<file path="src/sv/kcl_pkg.sv">
// shared types and constants of the keypad code lock
`default_nettype none
package kcl_pkg;

  localparam int MAX_DIGITS_DEF = 8;

  localparam logic [7:0] KEY_NONE   = 8'd0;
  localparam logic [7:0] KEY_ERASE  = 8'd42;
  localparam logic [7:0] KEY_ENTER  = 8'd35;
  localparam logic [7:0] ECHO_STAR  = 8'd42;
  localparam logic [7:0] ECHO_SPACE = 8'd32;
  localparam logic [7:0] ECHO_NONE  = 8'd0;

  localparam int OUT_DATA_W = 24;

  typedef enum logic [2:0] {
    ST_STORED   = 3'd0,
    ST_IGNORED  = 3'd1,
    ST_ERASED   = 3'd2,
    ST_UNLOCK   = 3'd3,
    ST_WRONG    = 3'd4,
    ST_FIRST    = 3'd5,
    ST_NEW_SET  = 3'd6,
    ST_MISMATCH = 3'd7
  } stat_t;

  typedef struct packed {
    logic [7:0] wrong_count;
    logic [7:0] echo_char;
    logic [2:0] echo_position;
    stat_t      status;
  } kcl_result_t;

endpackage
`default_nettype wire

</file>
<file path="src/sv/kcl_core.sv">
// lock state and the per-item decision logic
`default_nettype none
module kcl_core
  import kcl_pkg::*;
#(
  parameter int MAX_DIGITS = MAX_DIGITS_DEF
) (
  input  wire logic        clk,
  input  wire logic        rst_n,
  input  wire logic        step_en,
  input  wire logic [7:0]  key,
  input  wire logic        cfg_we,
  input  wire logic        cfg_mode,
  output kcl_result_t      result
);

  localparam int LEN_W = $clog2(MAX_DIGITS + 1);
  localparam int IDX_W = (MAX_DIGITS > 1) ? $clog2(MAX_DIGITS) : 1;
  localparam logic [LEN_W-1:0] LEN_MAX = LEN_W'(MAX_DIGITS);

  logic             mode_r, mode_nxt;
  logic [7:0]       entry_chars_r [MAX_DIGITS];
  logic [7:0]       entry_chars_nxt [MAX_DIGITS];
  logic [LEN_W-1:0] entry_len_r, entry_len_nxt;
  logic [7:0]       stored_code_r [MAX_DIGITS];
  logic [7:0]       stored_code_nxt [MAX_DIGITS];
  logic [LEN_W-1:0] stored_len_r, stored_len_nxt;
  logic [7:0]       first_code_r [MAX_DIGITS];
  logic [7:0]       first_code_nxt [MAX_DIGITS];
  logic [LEN_W-1:0] first_len_r, first_len_nxt;
  logic             phase_r, phase_nxt;
  logic [7:0]       fail_cnt_r, fail_cnt_nxt;

  logic             match_stored;
  logic             match_first;
  logic [LEN_W-1:0] len_dec;

  // characters beyond the entry length are never compared
  always_comb begin
    match_stored = (entry_len_r == stored_len_r);
    match_first  = (entry_len_r == first_len_r);
    for (int i = 0; i < MAX_DIGITS; i++) begin
      if (LEN_W'(i) < entry_len_r) begin
        if (entry_chars_r[i] != stored_code_r[i]) match_stored = 1'b0;
        if (entry_chars_r[i] != first_code_r[i])  match_first  = 1'b0;
      end
    end
  end

  assign len_dec = (entry_len_r != '0) ? entry_len_r - LEN_W'(1) : '0;

  always_comb begin
    mode_nxt        = mode_r;
    entry_chars_nxt = entry_chars_r;
    entry_len_nxt   = entry_len_r;
    stored_code_nxt = stored_code_r;
    stored_len_nxt  = stored_len_r;
    first_code_nxt  = first_code_r;
    first_len_nxt   = first_len_r;
    phase_nxt       = phase_r;
    fail_cnt_nxt    = fail_cnt_r;
    result.status        = ST_IGNORED;
    result.echo_position = 3'd0;
    result.echo_char     = ECHO_NONE;

    if (step_en) begin
      if (key == KEY_NONE) begin
        result.status = ST_IGNORED;
      end else if (key == KEY_ERASE) begin
        entry_len_nxt        = len_dec;
        result.status        = ST_ERASED;
        result.echo_position = 3'(len_dec);
        result.echo_char     = ECHO_SPACE;
      end else if (key == KEY_ENTER) begin
        entry_len_nxt = '0;
        if (!mode_r) begin
          if (match_stored) begin
            result.status = ST_UNLOCK;
          end else begin
            result.status = ST_WRONG;
            fail_cnt_nxt  = fail_cnt_r + 8'd1;
          end
        end else if (!phase_r) begin
          first_code_nxt = entry_chars_r;
          first_len_nxt  = entry_len_r;
          phase_nxt      = 1'b1;
          result.status  = ST_FIRST;
        end else begin
          if (match_first) begin
            stored_code_nxt = entry_chars_r;
            stored_len_nxt  = entry_len_r;
            result.status   = ST_NEW_SET;
          end else begin
            result.status = ST_MISMATCH;
            fail_cnt_nxt  = fail_cnt_r + 8'd1;
          end
          phase_nxt = 1'b0;
        end
      end else if (entry_len_r < LEN_MAX) begin
        entry_chars_nxt[entry_len_r[IDX_W-1:0]] = key;
        entry_len_nxt        = entry_len_r + LEN_W'(1);
        result.status        = ST_STORED;
        result.echo_position = 3'(entry_len_r);
        result.echo_char     = ECHO_STAR;
      end else begin
        result.status = ST_IGNORED;
      end
    end

    // mode write also drops any partial entry and setup progress
    if (cfg_we) begin
      mode_nxt      = cfg_mode;
      entry_len_nxt = '0;
      phase_nxt     = 1'b0;
    end

    result.wrong_count = fail_cnt_nxt;
  end

  always_ff @(posedge clk) begin
    if (!rst_n) begin
      mode_r       <= 1'b0;
      entry_len_r  <= '0;
      stored_len_r <= '0;
      first_len_r  <= '0;
      phase_r      <= 1'b0;
      fail_cnt_r   <= 8'd0;
    end else begin
      mode_r       <= mode_nxt;
      entry_len_r  <= entry_len_nxt;
      stored_len_r <= stored_len_nxt;
      first_len_r  <= first_len_nxt;
      phase_r      <= phase_nxt;
      fail_cnt_r   <= fail_cnt_nxt;
    end
  end

  always_ff @(posedge clk) begin
    entry_chars_r <= entry_chars_nxt;
    stored_code_r <= stored_code_nxt;
    first_code_r  <= first_code_nxt;
  end

  a_len_bound: assert property (@(posedge clk) disable iff (!rst_n)
    (entry_len_r <= LEN_MAX) && (stored_len_r <= LEN_MAX) && (first_len_r <= LEN_MAX))
    else $error("code length beyond buffer");

  a_enter_clears: assert property (@(posedge clk) disable iff (!rst_n)
    step_en && (key == KEY_ENTER) |=> (entry_len_r == '0))
    else $error("entry not cleared after enter");

  a_fail_step: assert property (@(posedge clk) disable iff (!rst_n)
    step_en && !cfg_we && ((result.status == ST_WRONG) || (result.status == ST_MISMATCH))
    |=> (fail_cnt_r == $past(fail_cnt_r) + 8'd1))
    else $error("failure count did not advance");

  a_fail_hold: assert property (@(posedge clk) disable iff (!rst_n)
    !step_en |=> $stable(fail_cnt_r) && $stable(stored_len_r))
    else $error("lock state changed without an item");

  a_verify_no_store: assert property (@(posedge clk) disable iff (!rst_n)
    step_en && !mode_r |=> $stable(stored_len_r))
    else $error("stored code changed in verify mode");

endmodule
`default_nettype wire

</file>
<file path="src/sv/keypad_code_lock_unit.sv">
// top level of the keypad code lock: input stage, lock core and output register
//
// channel | dir | handshake             | payload
// in_     | in  | in_tvalid/in_tready   | in_tdata[7:0] key
// out_    | out | out_tvalid/out_tready | out_tdata: status, echo_position, echo_char, wrong_count
// cfg_    | in  | cfg_valid/cfg_ready   | cfg_data setup_mode
//
// one item per cycle sustained while out_tready does not stall the result register; each item is
// captured in the input register and then registered into the result register, which drives out_tdata
// the lock state is updated while the item moves from input to result register
// rst_n is synchronous: empty code, verify mode, zero failure count, stages empty
// a stalled result register holds its item; the input register takes one more
`default_nettype none
module keypad_code_lock_unit
  import kcl_pkg::*;
#(
  parameter int MAX_DIGITS = MAX_DIGITS_DEF
) (
  input  wire logic                  clk,
  input  wire logic                  rst_n,
  input  wire logic                  in_tvalid,
  output logic                       in_tready,
  input  wire logic [7:0]            in_tdata,   // [7:0] key
  output logic                       out_tvalid,
  input  wire logic                  out_tready,
  // [2:0] status, [5:3] echo_position, [13:6] echo_char, [21:14] wrong_count, [23:22] zero
  output logic [OUT_DATA_W-1:0]      out_tdata,
  input  wire logic                  cfg_valid,
  output logic                       cfg_ready,
  input  wire logic                  cfg_data
);

  logic        in_vld_r;
  logic [7:0]  key_r;
  logic        out_vld_r;
  kcl_result_t out_res_r;
  kcl_result_t core_res;
  logic        advance;
  logic        cfg_we;

  assign advance   = in_vld_r && (!out_vld_r || out_tready);
  assign in_tready = !in_vld_r || advance;
  assign cfg_ready = 1'b1;
  assign cfg_we    = cfg_valid && cfg_ready;

  kcl_core #(
    .MAX_DIGITS(MAX_DIGITS)
  ) u_core (
    .clk      (clk),
    .rst_n    (rst_n),
    .step_en  (advance),
    .key      (key_r),
    .cfg_we   (cfg_we),
    .cfg_mode (cfg_data),
    .result   (core_res)
  );

  always_ff @(posedge clk) begin
    if (!rst_n) begin
      in_vld_r  <= 1'b0;
      out_vld_r <= 1'b0;
    end else begin
      if (in_tready) begin
        in_vld_r <= in_tvalid;
      end
      if (advance) begin
        out_vld_r <= 1'b1;
      end else if (out_tready) begin
        out_vld_r <= 1'b0;
      end
    end
  end

  always_ff @(posedge clk) begin
    if (in_tvalid && in_tready) begin
      key_r <= in_tdata;
    end
    if (advance) begin
      out_res_r <= core_res;
    end
  end

  assign out_tvalid = out_vld_r;
  assign out_tdata  = {(OUT_DATA_W - $bits(kcl_result_t))'(0), out_res_r};

  a_no_echo: assert property (@(posedge clk) disable iff (!rst_n)
    out_vld_r && ((out_res_r.status == ST_IGNORED) || (out_res_r.status == ST_UNLOCK)
      || (out_res_r.status == ST_WRONG) || (out_res_r.status == ST_FIRST)
      || (out_res_r.status == ST_NEW_SET) || (out_res_r.status == ST_MISMATCH))
    |-> (out_res_r.echo_char == ECHO_NONE) && (out_res_r.echo_position == 3'd0))
    else $error("echo on a result without echo");

  a_stall_keeps_input: assert property (@(posedge clk) disable iff (!rst_n)
    in_vld_r && out_vld_r && !out_tready |=> in_vld_r && $stable(key_r))
    else $error("input item lost while result stalled");

  a_advance_fills: assert property (@(posedge clk) disable iff (!rst_n)
    advance |=> out_vld_r)
    else $error("processed item not presented");

endmodule
`default_nettype wire

</file>
<file path="config.mk">
export PLATFORM = sky130hd
export DESIGN_NAME = keypad_code_lock_unit
export DESIGN_NICKNAME = d
export VERILOG_FILES = /design/src/sv/kcl_pkg.sv /design/src/sv/kcl_core.sv /design/src/sv/keypad_code_lock_unit.sv
export SDC_FILE = /design/constraint.sdc
export NUM_CORES = 1
export LEC_CHECK = 0
export ABC_AREA = 0
export BUFFER_PORTS_ARGS = -buffer_cell sky130_fd_sc_hd__buf_2
export CORE_ASPECT_RATIO = 0.75
export CORE_MARGIN = 8
export CORE_UTILIZATION = 45
export CTS_BUF_LIST = sky130_fd_sc_hd__clkbuf_8
export CTS_CLUSTER_SIZE = 40
export DETAILED_ROUTE_END_ITERATION = 6
export HOLD_SLACK_MARGIN = 0.03
export PLACE_DENSITY = 0.58
export SYNTH_ARGS = -nofsm -noshare
export SYNTH_HDL_FRONTEND = slang
export SYNTH_SLANG_ARGS = --single-unit
</file>
<file path="constraint.sdc">
create_clock -name clk -period 9.45 [get_ports clk]
set_input_delay 1.4175 -clock clk [delete_from_list [all_inputs] [get_ports clk]]
set_output_delay 1.4175 -clock clk [all_outputs]
set_load 0.05 [all_outputs]
</file>
==> flow_metrics.env, run 1 <==
export IMPL_htree_levels=2
export IMPL_start_util_pct=46.0
export IMPL_vdd_ir_drop_max_uv=130
export IMPL_cts_root_buf="clkbuf_8"
export IMPL_internal_power_w=0.00165
export IMPL_core_um2=21200
export IMPL_timing_hold_violations_final=0
export IMPL_fp_row_count=46
export IMPL_via_per_inst=5.23
export IMPL_crit_fanout=40
export IMPL_fmax_ghz=0.242
export IMPL_drv_slew=0
export IMPL_worst_setup_path_type="flip-flop to flip-flop"
export IMPL_synth_main_ff_cell="edfxtp_1"
export IMPL_crit_buf_inv=1
export IMPL_final_area_um2=11000
export IMPL_seq_area_frac_synth_pct=71.4
export IMPL_finalCritPeriodShare_pct=43.8
export IMPL_crit_end="u_core.stored_code_r[24]$_DFFE_PP_"
export IMPL_setup_viol=0
export IMPL_fin_ws_ns=5.31
export IMPL_max_clock_path_buffers=3
export IMPL_drc=0
export IMPL_cts_tree="done"
export IMPL_cts_made_buffers=38
export IMPL_period_minus_slack_ns=4.14
export IMPL_highest_layer="met4"
export IMPL_rsz0062_at_grt="no"
export IMPL_grt_ovfl_total=0
export IMPL_netSwitchingPower_w=0.000449
export IMPL_yosysUniqueCellTypes=46
export IMPL_comb_power_share_pct=2.7
export IMPL_clk_pin_slew_ns=0.06
export IMPL_cts_resized=0
export IMPL_powerDensity_nw_per_um2=190
export IMPL_drt_met1_wl_um=9770
export IMPL_outcome="completed"
export IMPL_cts_hold_buf=0
export IMPL_die_y_um=144
export IMPL_rr_endpoint="u_core.stored_code_r[24]$_DFFE_PP_"
export IMPL_crit_chain="xor2_1, nor4_1, a21oi_1, o21ai_0, nor4b_4, and3_2, buf_4"
export IMPL_die_w_um=186
export IMPL_netlist_area_um2=9760
export IMPL_cp_start_kind="flip-flop"
export IMPL_final_nets=725
export IMPL_clock_sinks=240
export IMPL_io_pin_count=41
export IMPL_cp_end_kind="flip-flop"
export IMPL_drive_gt1_share_pct=14.6
export IMPL_p_leak_nw=3.70
export IMPL_async_reset_ff_share_pct=0
export IMPL_dp_hpwl_um=12900
export IMPL_first_global_vias=5320
export IMPL_portBuffers=32
export IMPL_seq_power_share_pct=55.7
export IMPL_skew_ns=0.0205
export IMPL_antenna_cells=0
export IMPL_grt_max_degree=70
export IMPL_grt_pass1_wl_um=31000
export IMPL_ys_seq_elements=240
export IMPL_ant_nets=0
export IMPL_cp_slowest_cell="nor4b_4"
export IMPL_clk_latency_ns=0.52
export IMPL_die_area_um2=26700
export IMPL_dp_slack_ns=5.32
export IMPL_clockPowerShare_pct=41.6
export IMPL_ys_warnings_count=0
export IMPL_synth_edf_count=216
export IMPL_crit_family="simple AND/OR/NAND/NOR gates"
export IMPL_p_sw_share_pct=21.4
export IMPL_required_ns=9.59
export IMPL_cp_arrival_ns=4.28
export IMPL_syn_inst=640
export IMPL_gp_congestion=0.809
export IMPL_vias=5351
export IMPL_antenna_found_initial=0
export IMPL_place_area_um2=10300
export IMPL_path_depth=7
export IMPL_timing_hold_ws_ns=0.495
export IMPL_fin_tns_setup_ns=0
export IMPL_hold_path_class="flip-flop to flip-flop"
export IMPL_drtIter0Drc=484
export IMPL_relSlewSlack_pct=20.1
export IMPL_postCtsSetupBuffers=0
export IMPL_drt_pass1_iterations=5
export IMPL_wl_met3_um=1450
export IMPL_max_cap_violations=0
export IMPL_ff2ff_setup_slack_ns=5.31
export IMPL_critPathLaunch="u_core.entry_chars_r[21]$_DFFE_PP_"
export IMPL_areaGrowthSynthToFinish_pct=12.9
export IMPL_slowest_delay_ns=0.79
export IMPL_reg2reg_depth=7
export IMPL_reg2reg_from="u_core.entry_chars_r[21]$_DFFE_PP_"
export IMPL_worstMarginPinSlew_ns=1.19
export IMPL_grt_usage_pct=15.4
export IMPL_syn_avg_cell_area_um2=15.2
export IMPL_wl_met2_um=8690
export IMPL_routedWlPerCell_um=19.8
export IMPL_wl_um=20300
==> power groups by stage <==
stage               Clock, W  Combinational, W  Sequential, W
CTS                 0.000899         0.0000574        0.00117
finish              0.000871         0.0000572        0.00117
global placement           0         0.0000560        0.00119
floorplan                  0         0.0000307        0.00119
detailed placement         0         0.0000570        0.00119
global route        0.000942         0.0000610        0.00117
==> layout make-up <==
class	count	area (um^2)
inverter	11	41.3
multi-input combinational	373	2660
sequential	240	6970
clock buffer	40	551
fill	1748	10200
clock inverter	29	203
tap	288	360
timing repair buffer	42	235
==> cells in the mapped netlist, types with 3 or more instances <==
| master | n | area share [%] |
|---|---|---|
| inv_1 | 11 | 0.42 |
| nand3_1 | 6 | 0.31 |
| and3_1 | 4 | 0.26 |
| a21oi_1 | 27 | 1.4 |
| o21ai_0 | 5 | 0.26 |
| and2_1 | 5 | 0.32 |
| nand2b_1 | 11 | 0.71 |
| buf_2 | 3 | 0.15 |
| a31o_2 | 4 | 0.36 |
| nor4_1 | 27 | 1.7 |
| nor2_1 | 33 | 1.3 |
| nand4_1 | 20 | 1.3 |
| ha_1 | 5 | 0.64 |
| nor2b_1 | 4 | 0.26 |
| clkbuf_1 | 7 | 0.27 |
| edfxtp_1 | 216 | 66 |
| mux2i_1 | 14 | 1.4 |
| dfxtp_1 | 24 | 4.9 |
| buf_4 | 11 | 0.85 |
| nand2_1 | 22 | 0.85 |
| nor3_1 | 7 | 0.36 |
| xor2_1 | 94 | 8.4 |
| xnor2_1 | 49 | 4.4 |
==> kinds of logic (layout without fill, tap and decap cells) <==
family          after synthesis  after routing  synth area share (%)
flops                       240            240                  71.4
fa+ha+maj                     5              5                 0.641
simple gates                146            146                  8.18
buf+inv                      33            122                  1.73
xor+xnor                    143            143                  12.8
mux                          15             15                  1.55
other cells                   2              8                0.0770
compound gates               56             56                  3.60
==> per-layer routing <==
metal	vias to the layer above	track usage, %
met1	2650	22.6
li1	2482	-
met2	183	22.0
met3	36	4.01
met4	0	4.54
met5	-	0
==> sequential cells by signal, indices dropped and copies added (netlist names) <==
| signal | count |
|---|---|
| u_core.entry_len_r | 4 |
| u_core.stored_code_r | 64 |
| key_r | 8 |
| u_core.first_len_r | 4 |
| u_core.phase_r | 1 |
| u_core.first_code_r | 64 |
| u_core.stored_len_r | 4 |
| in_vld_r | 1 |
| u_core.fail_cnt_r | 8 |
| u_core.mode_r | 1 |
| u_core.entry_chars_r | 64 |
| out_tdata | 16 |
| out_tvalid | 1 |
==> per-stage QoR <==
stage | power (W) | utilization (%) | cells
3_3_place_gp | 0.00124 | 48.3 | 954
5_1_grt | 0.00217 | 51.9 | 1023
2_1_floorplan | 0.00122 | - | 646
6_report | 0.00209 | 51.9 | 1023
4_1_cts | 0.00212 | 51.9 | 1023
3_5_place_dp | 0.00125 | 48.3 | 954
==> worst min-delay path by stage <==
| stage | startpoint | endpoint | slack [ns] | cells past startpoint |
|---|---|---|---|---|
| 4_1_cts | u_core.fail_cnt_r[7]$_SDFF_PN0_ | u_core.fail_cnt_r[7]$_SDFF_PN0_ | 0.50 | 2 |
| 3_5_place_dp | u_core.fail_cnt_r[7]$_SDFF_PN0_ | u_core.fail_cnt_r[7]$_SDFF_PN0_ | 0.48 | 2 |
| 3_3_place_gp | u_core.fail_cnt_r[7]$_SDFF_PN0_ | u_core.fail_cnt_r[7]$_SDFF_PN0_ | 0.47 | 2 |
| 2_1_floorplan | u_core.fail_cnt_r[5]$_SDFF_PN0_ | u_core.fail_cnt_r[5]$_SDFF_PN0_ | 0.46 | 2 |
| 5_1_grt | u_core.fail_cnt_r[5]$_SDFF_PN0_ | u_core.fail_cnt_r[5]$_SDFF_PN0_ | 0.52 | 2 |
| 6_report | u_core.fail_cnt_r[7]$_SDFF_PN0_ | u_core.fail_cnt_r[7]$_SDFF_PN0_ | 0.50 | 2 |
==> worst register-to-register path, delay by kind of cell, from the launching register on <==
kind | cells | cell delay (ns)
xor+xnor | 1 | 0.20
flops | 1 | 0.45
buf+inv | 1 | 0.59
compound gates | 2 | 0.48
simple gates | 3 | 2.00
==> cells in the final DEF, fill, tap and decap left out, types with 2 or more instances in the layout <==
| cell | count |
|---|---|
| clkinv_2 | 9 |
| and2_1 | 5 |
| nor3_1 | 7 |
| a22oi_1 | 2 |
| inv_1 | 19 |
| a21o_1 | 2 |
| a31o_2 | 4 |
| xor2_1 | 94 |
| ha_1 | 5 |
| bufinv_16 | 3 |
| and3_1 | 3 |
| o22ai_1 | 2 |
| clkbuf_8 | 40 |
| edfxtp_1 | 216 |
| a31oi_1 | 2 |
| xnor2_1 | 49 |
| clkinv_1 | 8 |
| nand2b_1 | 11 |
| a21oi_1 | 27 |
| o21ai_0 | 5 |
| mux2i_1 | 14 |
| nand3_1 | 6 |
| a21boi_0 | 2 |
| nand2_1 | 22 |
| nor4_1 | 27 |
| or3_1 | 2 |
| conb_1 | 8 |
| nor2b_1 | 3 |
| o31ai_1 | 2 |
| nand4_1 | 20 |
| dfxtp_1 | 24 |
| buf_4 | 10 |
| buf_2 | 32 |
| nor2_1 | 32 |
(Power assumes the default switching activity.)
==> run 2: changes to the inputs <==
Settings changed: ABC_AREA 0 to 1.
Clock period 9.45 ns to 4.07 ns, I/O delays scaled along.
==> run 2 against run 1 <==
Synthesized area is 2.7% higher. Global-route usage down 0.86 points. First-iteration DRC count grew 30%. Combinational power grew to 2.6 times the previous value. Critical path type unchanged. Utilization is 0.32 points lower. Die area is 2.4% higher. Worst hold slack got worse by 0.23 ns. Largest power group unchanged.
==> flow_metrics.env, run 2 <==
export IMPL_outcome="completed"
export IMPL_antenna_cells=0
export IMPL_areaGrowthSynthToFinish_pct=12.8
export IMPL_place_area_um2=10500
export IMPL_cts_resized=0
export IMPL_clk_latency_ns=0.52
export IMPL_multiInputGateArea_um2=2680
export IMPL_ant_nets=0
export IMPL_yosys_top_cells_count="edfxtp_1, nand2_1, xnor2_1, inv_1, nor2_1"
export IMPL_die_area_um2=27300
export IMPL_worst_setup_path_type="flip-flop to flip-flop"
export IMPL_fmax_ghz=0.331
export IMPL_register_area_um2=6970
export IMPL_syn_avg_cell_area_um2=12.5
export IMPL_htree_levels=2
export IMPL_cts_tree="done"
export IMPL_comb_power_share_pct=2.9
export IMPL_drv_slew=0
export IMPL_cts_root_buf="clkbuf_8"
export IMPL_clk_pin_slew_ns=0.06
export IMPL_seq_area_frac_synth_pct=69.5
export IMPL_ys_seq_elements=240
export IMPL_vdd_ir_drop_max_uv=276
export IMPL_cp_arrival_ns=3.15
export IMPL_relSlewSlack_pct=26.3
export IMPL_syn_inst=802
export IMPL_grt_pass1_wl_um=31700
export IMPL_antenna_found_initial=0
export IMPL_p_total_w=0.00502
export IMPL_clockPowerShare_pct=42.8
export IMPL_reg2reg_from="key_r[4]$_DFFE_PP_"
export IMPL_ys_warnings_count=0
export IMPL_period_minus_slack_ns=3.02
export IMPL_max_cap_violations=0
export IMPL_required_ns=4.20
export IMPL_cp_start_kind="flip-flop"
export IMPL_hold_start="in_tdata[1]"
export IMPL_drive_gt1_share_pct=13.1
export IMPL_netlist_area_um2=10000
export IMPL_p_sw_share_pct=20.9
export IMPL_first_global_vias=5805
export IMPL_hold_path_class="input port to flip-flop"
export IMPL_vias=5804
export IMPL_fp_row_count=47
export IMPL_start_util_pct=45.7
export IMPL_grt_max_degree=39
export IMPL_grt_usage_pct=14.5
export IMPL_synth_largest_area_cell="edfxtp_1"
export IMPL_async_reset_ff_share_pct=0
export IMPL_busiest_layer="met2"
export IMPL_clock_sinks=240
export IMPL_core_um2=21900
export IMPL_cp_end_kind="flip-flop"
export IMPL_final_area_um2=11300
export IMPL_die_y_um=145
export IMPL_drt_pass1_iterations=6
export IMPL_via_per_inst=4.87
export IMPL_timing_hold_violations_final=0
export IMPL_synth_edf_count=216
export IMPL_p_leak_nw=4.14
export IMPL_grtUsageMet1_pct=20.6
export IMPL_postCtsSetupBuffers=0
export IMPL_final_cell_mix="edfxtp_1, nand2_1, xnor2_1"
export IMPL_portBuffers=32
export IMPL_synth_top_area_share_pct=64.7
export IMPL_powerDensity_nw_per_um2=444
export IMPL_internal_power_w=0.00397
export IMPL_yosysUniqueCellTypes=38
export IMPL_io_pin_count=41
export IMPL_max_clock_path_buffers=3
export IMPL_use_met3_pct=3.14
export IMPL_skew_ns=0.0203
export IMPL_rsz0062_at_grt="no"
export IMPL_die_w_um=188
export IMPL_finalCritPeriodShare_pct=74.3
export IMPL_wl_um=19900
export IMPL_cts_made_buffers=38
export IMPL_crit_fanout=10
export IMPL_reg_largest_list="u_core.entry_chars_r x64, u_core.first_code_r x64, u_core.stored_code_r x64"
export IMPL_grt_ovfl_total=0
export IMPL_setup_viol=0
export IMPL_netSwitchingPower_w=0.00105
export IMPL_use_met2_pct=22.0
export IMPL_timing_hold_ws_ns=0.268
export IMPL_final_nets=888
export IMPL_synth_main_ff_cell="edfxtp_1"
export IMPL_fillers=1877
export IMPL_gp_congestion=0.822
export IMPL_drc=0
export IMPL_seq_power_share_pct=54.3
export IMPL_ys_top_cells_by_area="edfxtp_1, xnor2_1, nand2_1"
export IMPL_final_common_cell="edfxtp_1"
export IMPL_drtIter0Drc=627
export IMPL_critPathLaunch="key_r[4]$_DFFE_PP_"
export IMPL_fin_tns_setup_ns=0
export IMPL_synth_most_common_cell="edfxtp_1"
export IMPL_worstMarginPinSlew_ns=1.10
export IMPL_routedWlPerCell_um=16.7
export IMPL_dp_hpwl_um=13700
export IMPL_cts_hold_buf=0
[run 2: layer usage]
metal | vias up | wire [um] | share of wire [%]
met2 | 154 | 8810 | 44
met5 | - | 0 | 0
met3 | 45 | 1050 | 5.3
met1 | 2796 | 9640 | 48
li1 | 2809 | - | -
met4 | 0 | 410 | 2.1
[run 2: cell type report]
cell class | instances | area share, %
inverter | 75 | 2.49
clock inverter | 26 | 1.87
timing repair buffer | 36 | 1.68
sequential | 240 | 61.6
tap | 294 | 3.25
clock buffer | 44 | 5.36
multi-input combinational | 478 | 23.7
[run 2: power groups by stage]
stage	registers (W)	clock network, W	logic [W]
floorplan	0.00278	0	0.0000942
finish	0.00272	0.00215	0.000147
detailed placement	0.00277	0	0.000146
CTS	0.00272	0.00221	0.000146
global placement	0.00277	0	0.000143
global route	0.00272	0.00232	0.000159
[run 2: critical path: stages, from the launching register on]
cell      delay (ns)
edfxtp_1        0.64
nand3b_1        0.27
nor4_4          0.08
inv_1           0.09
nand2_1         0.07
nor3_1          0.21
inv_1           0.09
nor2_1          0.19
nand2_1         0.13
nor3_1          0.86
[run 2: cell families after synthesis]
group | share of synthesized area, %
AOI/OAI and AO/OA | 2.90
xor gates and xnor gates | 10.1
and+or+nand+nor | 12.9
DFF | 69.5
other | 0.0749
buffers and inverters | 3.93
adders and majority gates | 0.624
[run 2: path summary, 6_finish.rpt]
path	to	depth (start not counted)	slack [ns]
worst max-delay path	u_core.entry_chars_r[49]$_DFFE_PP_	9	1.05
worst min-delay path	key_r[1]$_DFFE_PP_	1	0.27
worst max register to register	u_core.entry_chars_r[49]$_DFFE_PP_	9	1.05
worst min register to register	u_core.fail_cnt_r[6]$_SDFF_PN0_	2	0.50
[run 2: through the flow]
stage	util (%)	instances	setup slack, ns
global route	51.5	1193	0.764
finish	51.5	1193	1.05
global placement	47.8	1123	1.22
detailed placement	47.8	1123	1.03
CTS	51.5	1193	1.01
floorplan	-	808	0.585
==> run 3: changes to the inputs <==
Clock period 4.07 ns to 3.09 ns, I/O delays scaled along.
==> run 3 against run 2 <==
Register-to-register slack worse by 0.53 ns. Via count grew 0.86%. Critical endpoint is now u_core.entry_chars_r[56]$_DFFE_PP_. Utilization up 0.32 points. Final cell count grew 1.3%. Worst setup slack got worse by 0.53 ns. Clock-buffer cell count is 4 lower. Largest cell class unchanged. Combinational power up 51%. Clock skew increased by 0.00057 ns. Critical path depth unchanged. Global-route usage up 0.33 points. Maximum frequency up 18%.
==> flow_metrics.env, run 3 (synthesized netlist as in run 2, its figures left out) <==
export IMPL_outcome="completed"
export IMPL_reg2reg_from="key_r[5]$_DFFE_PP_"
export IMPL_ant_nets=0
export IMPL_cts_resized=0
export IMPL_clk_pin_slew_ns=0.06
export IMPL_antenna_found_initial=2
export IMPL_p_leak_nw=4.18
export IMPL_rr_endpoint="u_core.entry_chars_r[56]$_DFFE_PP_"
export IMPL_areaGrowthSynthToFinish_pct=13.5
export IMPL_powerDensity_nw_per_um2=565
export IMPL_drtIter0Drc=429
export IMPL_cp_end_kind="flip-flop"
export IMPL_crit_family="simple AND/OR/NAND/NOR gates"
export IMPL_crit_end="u_core.entry_chars_r[56]$_DFFE_PP_"
export IMPL_vdd_ir_drop_max_uv=302
export IMPL_crit_buf_inv=3
export IMPL_cp_start_kind="flip-flop"
export IMPL_drt_pass1_iterations=5
export IMPL_required_ns=3.24
export IMPL_cp_common_cell="inv_1"
export IMPL_dp_slack_ns=0.518
export IMPL_relSlewSlack_pct=51.9
export IMPL_reg_largest_list="u_core.entry_chars_r x64, u_core.first_code_r x64, u_core.stored_code_r x64"
export IMPL_via_per_inst=4.85
export IMPL_final_common_cell="edfxtp_1"
export IMPL_io_pin_count=41
export IMPL_vias=5854
export IMPL_htree_levels=2
export IMPL_gp_congestion=0.925
export IMPL_start_util_pct=45.7
export IMPL_fin_ws_ns=0.520
export IMPL_postCtsSetupBuffers=0
export IMPL_reg2reg_depth=9
export IMPL_path_depth=9
export IMPL_hold_path_class="input port to flip-flop"
export IMPL_die_y_um=145
export IMPL_wl_um=20300
export IMPL_cts_tree="done"
export IMPL_clock_sinks=240
export IMPL_worstMarginPinSlew_ns=0.719
export IMPL_ff2ff_setup_slack_ns=0.52
export IMPL_max_cap_violations=0
export IMPL_grt_ovfl_total=0
export IMPL_core_um2=21900
export IMPL_fp_row_count=47
export IMPL_cts_hold_buf=0
export IMPL_final_area_um2=11400
export IMPL_final_cell_mix="edfxtp_1, nand2_1, xnor2_1"
export IMPL_max_clock_path_buffers=3
export IMPL_cts_made_buffers=38
export IMPL_timing_hold_violations_final=0
export IMPL_final_nets=904
export IMPL_slowest_delay_ns=0.57
export IMPL_cp_arrival_ns=2.72
export IMPL_crit_chain="nand3b_1, nor4_4, inv_1, nand2_1, nor3_1, inv_1, nor2_1, inv_1, nor2_1"
export IMPL_drive_gt1_share_pct=14.5
export IMPL_crit_fanout=10
export IMPL_cp_slowest_cell="edfxtp_1"
export IMPL_critPathLaunch="key_r[5]$_DFFE_PP_"
export IMPL_rsz0062_at_grt="no"
export IMPL_die_w_um=188
export IMPL_cts_root_buf="clkbuf_8"
export IMPL_period_minus_slack_ns=2.57
export IMPL_grt_max_degree=44
export IMPL_setup_viol=0
export IMPL_clk_latency_ns=0.52
export IMPL_grt_usage_pct=14.9
export IMPL_die_area_um2=27300
export IMPL_first_global_vias=5951
export IMPL_place_area_um2=10600
export IMPL_dp_hpwl_um=13800
export IMPL_fmax_ghz=0.389
export IMPL_grt_pass1_wl_um=32100
export IMPL_timing_hold_ws_ns=0.124
export IMPL_worst_setup_path_type="flip-flop to flip-flop"
export IMPL_drv_slew=0
export IMPL_portBuffers=32
export IMPL_finalCritPeriodShare_pct=83.2
export IMPL_skew_ns=0.0209
export IMPL_drc=0
export IMPL_routedWlPerCell_um=16.8
[run 3: power by group]
group | switching, W | leakage [nW] | internal (W)
registers | 0.0000273 | 2.14 | 0.00354
clock network | 0.00119 | 0.426 | 0.00145
logic | 0.000167 | 1.61 | 0.0000551
total | 0.00138 | 4.18 | 0.00505
[run 3: through the flow]
stage          util, %  total power, W  instances  TNS [ns]
2_1_floorplan        -         0.00378        808    -13.28
3_3_place_gp      48.4         0.00385       1139         0
3_5_place_dp      48.4         0.00386       1139         0
4_1_cts           51.9         0.00652       1207         0
5_1_grt           51.9         0.00669       1207         0
6_report          51.9         0.00643       1208         0
[run 3: worst min path at each step]
stage                     slack [ns]  depth (start not counted)                                from                           endpoint
final                           0.12                          1                         in_tdata[0]                 key_r[0]$_DFFE_PP_
after global routing            0.09                          1                         in_tdata[6]                 key_r[6]$_DFFE_PP_
after CTS                       0.09                          1                         in_tdata[0]                 key_r[0]$_DFFE_PP_
after detailed placement        0.49                          2             out_tvalid$_SDFFE_PN0P_            out_tvalid$_SDFFE_PN0P_
after global placement          0.48                          2             out_tvalid$_SDFFE_PN0P_            out_tvalid$_SDFFE_PN0P_
after floorplan                 0.47                          0  u_core.entry_chars_r[37]$_DFFE_PP_  u_core.first_code_r[37]$_DFFE_PP_
[run 3: final cells by class]
| cell class | instances | area, um^2 |
|---|---|---|
| flip-flops and latches | 240 | 6970 |
| inverters | 75 | 285 |
| well taps | 294 | 368 |
| multi-input cells | 478 | 2680 |
| diodes | 1 | 2.50 |
| clock inverters | 28 | 196 |
| fillers | 1883 | 10600 |
| clock buffers | 40 | 551 |
| repair buffers | 52 | 323 |
[run 3: worst register-to-register path, stage by stage, from the launching register on]
cell	delay, ns
edfxtp_1	0.57
nand3b_1	0.26
nor4_4	0.08
inv_1	0.10
nand2_1	0.07
nor3_1	0.23
inv_1	0.09
nor2_1	0.17
inv_1	0.09
nor2_1	0.56
[run 3: layer usage]
metal	up-vias	GRT usage, %	wire length (um)
met5	-	0	0
met3	41	3.26	1180
met1	2804	20.4	9510
met2	168	23.1	9130
li1	2841	-	-
met4	0	5.15	463
